File: src/rtl/core/pta_pkg.sv
// Shared types and constants for the tile-average pixelation block.
// Used by the controller, the datapath and the top level.
package pta_pkg;

    localparam int MaxWidth  = 1024;
    localparam int MaxHeight = 1024;
    localparam int MaxBlock  = 64;

    localparam int DimW   = 11;                   // register width for width/height
    localparam int BlkW   = 7;                    // register width for block size
    localparam int PosW   = $clog2(MaxWidth);     // column / row position
    localparam int OffW   = $clog2(MaxBlock);     // offset inside a tile
    localparam int SumW   = 20;
    localparam int CntW   = 13;

    localparam int WordW  = 3 * SumW + CntW;

    localparam logic [1:0] RegBlockSize   = 2'd0;
    localparam logic [1:0] RegImageWidth  = 2'd1;
    localparam logic [1:0] RegImageHeight = 2'd2;

    localparam logic [BlkW-1:0] ResetBlock  = 7'd20;
    localparam logic [DimW-1:0] ResetWidth  = 11'd640;
    localparam logic [DimW-1:0] ResetHeight = 11'd480;

    typedef enum logic [1:0] {
        S_IDLE,
        S_ACC,
        S_DIV,
        S_OUT
    } t_state;

    typedef struct packed {
        logic capture;   // accept pixel, launch column read
        logic accum;     // add pixel, write back, advance position
        logic div_step;  // one quotient bit of the three dividers
        logic load_out;  // move finished tile into the output register
    } t_cmd;

    typedef struct packed {
        logic tile_end;  // current pixel closes a tile
        logic div_done;  // last quotient bit this cycle
    } t_status;

endpackage

File: src/rtl/core/pta_ctrl.sv
// Controller state machine of the tile-average block.
// Depends on pta_pkg for the state and command types.
module pta_ctrl (
    input  logic             i_clk,
    input  logic             i_rst_n,
    input  logic             i_valid,
    output logic             o_ready,
    output logic             o_valid,
    input  logic             i_ready,
    input  pta_pkg::t_status i_status,
    output pta_pkg::t_cmd    o_cmd
);
    import pta_pkg::*;

    t_state r_state, n_state;
    logic   r_out_valid;
    logic   out_free;

    always_ff @(posedge i_clk) begin
        if (!i_rst_n) begin
            r_state <= S_IDLE;
        end else begin
            r_state <= n_state;
        end
    end

    // output register: filled by load_out, emptied by an output transaction
    always_ff @(posedge i_clk) begin
        if (!i_rst_n) begin
            r_out_valid <= 1'b0;
        end else if (o_cmd.load_out) begin
            r_out_valid <= 1'b1;
        end else if (r_out_valid && i_ready) begin
            r_out_valid <= 1'b0;
        end
    end

    assign out_free = !r_out_valid || i_ready;

    always_comb begin
        n_state = r_state;
        unique case (r_state)
            S_IDLE: if (i_valid) n_state = S_ACC;
            S_ACC:  n_state = i_status.tile_end ? S_DIV : S_IDLE;
            S_DIV:  if (i_status.div_done) n_state = S_OUT;
            S_OUT:  if (out_free) n_state = S_IDLE;
            default: n_state = S_IDLE;
        endcase
    end

    always_comb begin
        o_ready        = (r_state == S_IDLE);
        o_valid        = r_out_valid;
        o_cmd.capture  = (r_state == S_IDLE) && i_valid;
        o_cmd.accum    = (r_state == S_ACC);
        o_cmd.div_step = (r_state == S_DIV);
        o_cmd.load_out = (r_state == S_OUT) && out_free;
    end

endmodule

File: config.mk
export PLATFORM = sky130hd
export DESIGN_NAME = pta_ctrl
export DESIGN_NICKNAME = d
export VERILOG_FILES = /design/src/rtl/core/pta_pkg.sv /design/src/rtl/core/pta_ctrl.sv
export SDC_FILE = /design/constraint.sdc
export NUM_CORES = 1
export LEC_CHECK = 0
export BUFFER_PORTS_ARGS = -buffer_cell sky130_fd_sc_hd__buf_4
export CAP_MARGIN = 5
export CORE_AREA = 2 2 39 41
export DETAILED_ROUTE_END_ITERATION = 7
export DIE_AREA = 0 0 41 43
export PLACE_DENSITY_LB_ADDON = 0.15
export SYNTH_ARGS = -nofsm -noshare
export SYNTH_HDL_FRONTEND = slang
export SYNTH_SLANG_ARGS = --single-unit
File: constraint.sdc
create_clock -name i_clk -period 1.2 [get_ports i_clk]
set_input_delay 0.06 -clock i_clk [delete_from_list [all_inputs] [get_ports i_clk]]
set_output_delay 0.06 -clock i_clk [all_outputs]
set_load 0.005 [all_outputs]
==> out/qor.log <==
qor: placed_design.finalWeightedCongestion 0.612
qor: synthesis.yosysTopAreaCell sky130_fd_sc_hd__dfxtp_1
qor: pwr.power_density_over_the_cells 1200 nW/um^2
qor: sta.fmaxAchievable 903 MHz
qor: worst_setup_path.critical_path.startpoint_type register
qor: synthesis.synth.cell_area 178 sq um
qor: layout.antennaDiodeCount 0
qor: floorplanning.floorplan_row_count 14
qor: worst_setup_path.cp-end-kind output port
qor: pwr.power 0.340 mW
qor: floorplanning.chipHeight 43 um
qor: clock_network.numCtsBuffers 3
qor: synthesis.synth_top_cell_area_share 0.338
qor: job.cap_viol_max_count 0
qor: global_route.grt_max_degree 10
qor: layout.finish.utilization 0.205
qor: routing.detailroute.via_count 168
qor: synthesis.most_area_consuming_cells_after_synthesis sky130_fd_sc_hd__dfxtp_1 34%, sky130_fd_sc_hd__buf_6 13%, sky130_fd_sc_hd__nor2b_1 11%, sky130_fd_sc_hd__nor3b_2 7.0%, sky130_fd_sc_hd__a21oi_1 5.6%
qor: global_route.grt_pass1_wl 621 um
qor: floorplanning.start_util 0.128
qor: routing.detail_route.drc_violations 0
qor: clock_network.postCtsSetupRepairBufs 0
qor: synthesis.yosys_register_bits 3
qor: layout.number_of_standard_cells_in_the_layout_taps_in_and_fillers_out 48
qor: floorplanning.placeableCoreArea 1380 sq um
qor: sta.layout_setup_ws 0.0930 ns
qor: layout.finish.net_count 39
qor: synthesis.netlist_instances 19
qor: sta.final.setup_skew 0.00234 ns
qor: sta.setup_repair_after_global_routing_missed_its_margin false
qor: floorplanning.design.portCount 12
qor: layout.layout.filler_cells 157
qor: clock_network.cts.repair.resized 0
qor: sta.timing.setup.tns 0 ns
qor: routing.detail-route-antenna-nets 0
qor: clock_network.clock_path_buffers 2
qor: clock_network.tritoncts built
qor: synthesis.synth-warning-count 0
qor: clock_network.clk_transition_reported_paths 0.04 ns
qor: sta.post-route-min-period 1.11 ns
qor: sta.hold_viol_final 0
qor: layout.most-common-layout-cells 11 x sky130_fd_sc_hd__buf_4, 3 x sky130_fd_sc_hd__nor2b_1, 3 x sky130_fd_sc_hd__dfxtp_1, 3 x sky130_fd_sc_hd__clkbuf_4, 2 x sky130_fd_sc_hd__a21oi_1
qor: floorplanning.fp.dieW 41 um
qor: worst_setup_path.critical_path_class register to output port
qor: layout.layout.cells.most_common sky130_fd_sc_hd__buf_4
qor: layout.flow.area_growth_from_synthesis 59.9%
qor: clock_network.tritoncts_num_sinks 3
qor: hold_path.hold-path-cell-count 2
qor: worst_setup_path.critPathMaxFanout 9
qor: clock_network.post_cts_hold_buffer_count 0
qor: hold_path.worstHoldPathType input pin to register
qor: sta.slew-limit-headroom 0.818
qor: worst_setup_path.critical_path_required 1.14 ns
qor: clock_network.cts_root_buffer sky130_fd_sc_hd__clkbuf_4
qor: routing.vias_per_cell 3.50
qor: pwr.peakVddDrop 436 uV
qor: global_route.vias_in_the_first_global_route 162
qor: global_route.grt_antenna_before_repair 0
qor: sta.layout_worst_path_cycle_share 0.922
qor: synthesis.synth.lib_cells_used.distinct 13
qor: synthesis.synth_nets 25
qor: synthesis.share_of_the_yosys_chip_area_belonging_to_registers 0.338
qor: global_route.global_route.usage.total 0.0542
qor: status.outcome complete, no violations
qor: global_route.overflow 0
qor: routing.detailedRoute.firstIterationViolations 2
qor: worst_setup_path.critPathArrivalTime 1.05 ns
qor: routing.post_drt_wl_per_cell 8.40 um
qor: sta.timing_max_transition_violations_final 0
qor: pwr.total_leakage_power 0.134 nW
qor: placed_design.dpl.cell_count 44
qor: clock_network.h_tree_level_count 1
qor: routing.routed_wl 403 um
qor: placed_design.buffer_ports.inserted 11
qor: placed_design.place_worst_setup_slack 0.180 ns
qor: clock_network.clk-insertion-delay-late 0.23 ns
qor: layout.area.sequential 60.1 sq um
qor: synthesis.syn_area_cell 9.35 sq um
qor: layout.drive_above_1_share 0.469
qor: layout.area_of_the_multi_input_gates 91.3 sq um
qor: floorplanning.die_area 1760 sq um
qor: sta.worst_pin_slew 0.272 ns
qor: routing.firstDrtPassIters 2
qor: sta.setup_violations 0
qor: worst_setup_path.worst_r2r_path_depth 2
-- where the power goes --
part           internal [mW]  switching [mW]  leakage (nW)  total [mW]
registers              0.105         0.00996        0.0245       0.115
logic                 0.0356          0.0156        0.0948      0.0512
clock network          0.124          0.0490        0.0150       0.173
total                  0.265          0.0746         0.134       0.340
-- metal layers --
| layer | track usage | part of all wire |
|---|---|---|
| met5 | 0 | 0 |
| met3 | 0.0314 | 0.062 |
| met2 | 0.0781 | 0.47 |
| met1 | 0.0547 | 0.46 |
| met4 | 0.0400 | 0 |
-- cell usage after synthesis --
library cell,n
sky130_fd_sc_hd__dfxtp_1,3
sky130_fd_sc_hd__a311oi_1,1
sky130_fd_sc_hd__a21oi_1,2
sky130_fd_sc_hd__and4b_1,1
sky130_fd_sc_hd__inv_1,1
sky130_fd_sc_hd__nor2b_1,3
sky130_fd_sc_hd__nor3b_2,1
sky130_fd_sc_hd__o31a_1,1
sky130_fd_sc_hd__nor2_1,1
sky130_fd_sc_hd__and3b_1,1
sky130_fd_sc_hd__nand2b_1,1
sky130_fd_sc_hd__nand2_1,1
sky130_fd_sc_hd__buf_6,2
-- area by class of cell --
class | instances | share of cell area
Clock buffer | 4 | 0.0925
Timing Repair Buffer | 11 | 0.291
Multi-Input combinational cell | 13 | 0.322
Tap cell | 16 | 0.0705
Sequential cell | 3 | 0.211
Inverter | 1 | 0.0132
-- metrics by stage --
| stage | instance area [sq um] | hold WS, ns |
|---|---|---|
| CTS | 284 | 0.0568 |
| finish | 284 | 0.0635 |
| global route | 284 | 0.0552 |
| global placement | 258 | 0.286 |
| detailed placement | 258 | 0.300 |
| floorplan | 178 | 0.188 |
-- final timing paths --
check	slack (ns)	startpoint	endpoint
min reg2reg	0.53	o_valid	o_valid
max reg2reg	0.18	r_state[0]	r_state[0]
min	0.06	i_rst_n	r_state[0]
max	0.09	register	o_cmd[0]
-- cells by family after synthesis --
kind of cell,count (synthesis),share of synthesized area
DFF,3,0.338
and+or+nand+nor,9,0.359
AOI/OAI and AO/OA,4,0.155
buffers and inverters,3,0.148
-- worst max-delay path: stages, from the launching register on --
cell and delay, ns:
sky130_fd_sc_hd__dfxtp_1 0.46, sky130_fd_sc_hd__nand2_1 0.11, sky130_fd_sc_hd__nor2b_1 0.13, sky130_fd_sc_hd__buf_4 0.12
Note: power is estimated with default switching activity, not from simulation.
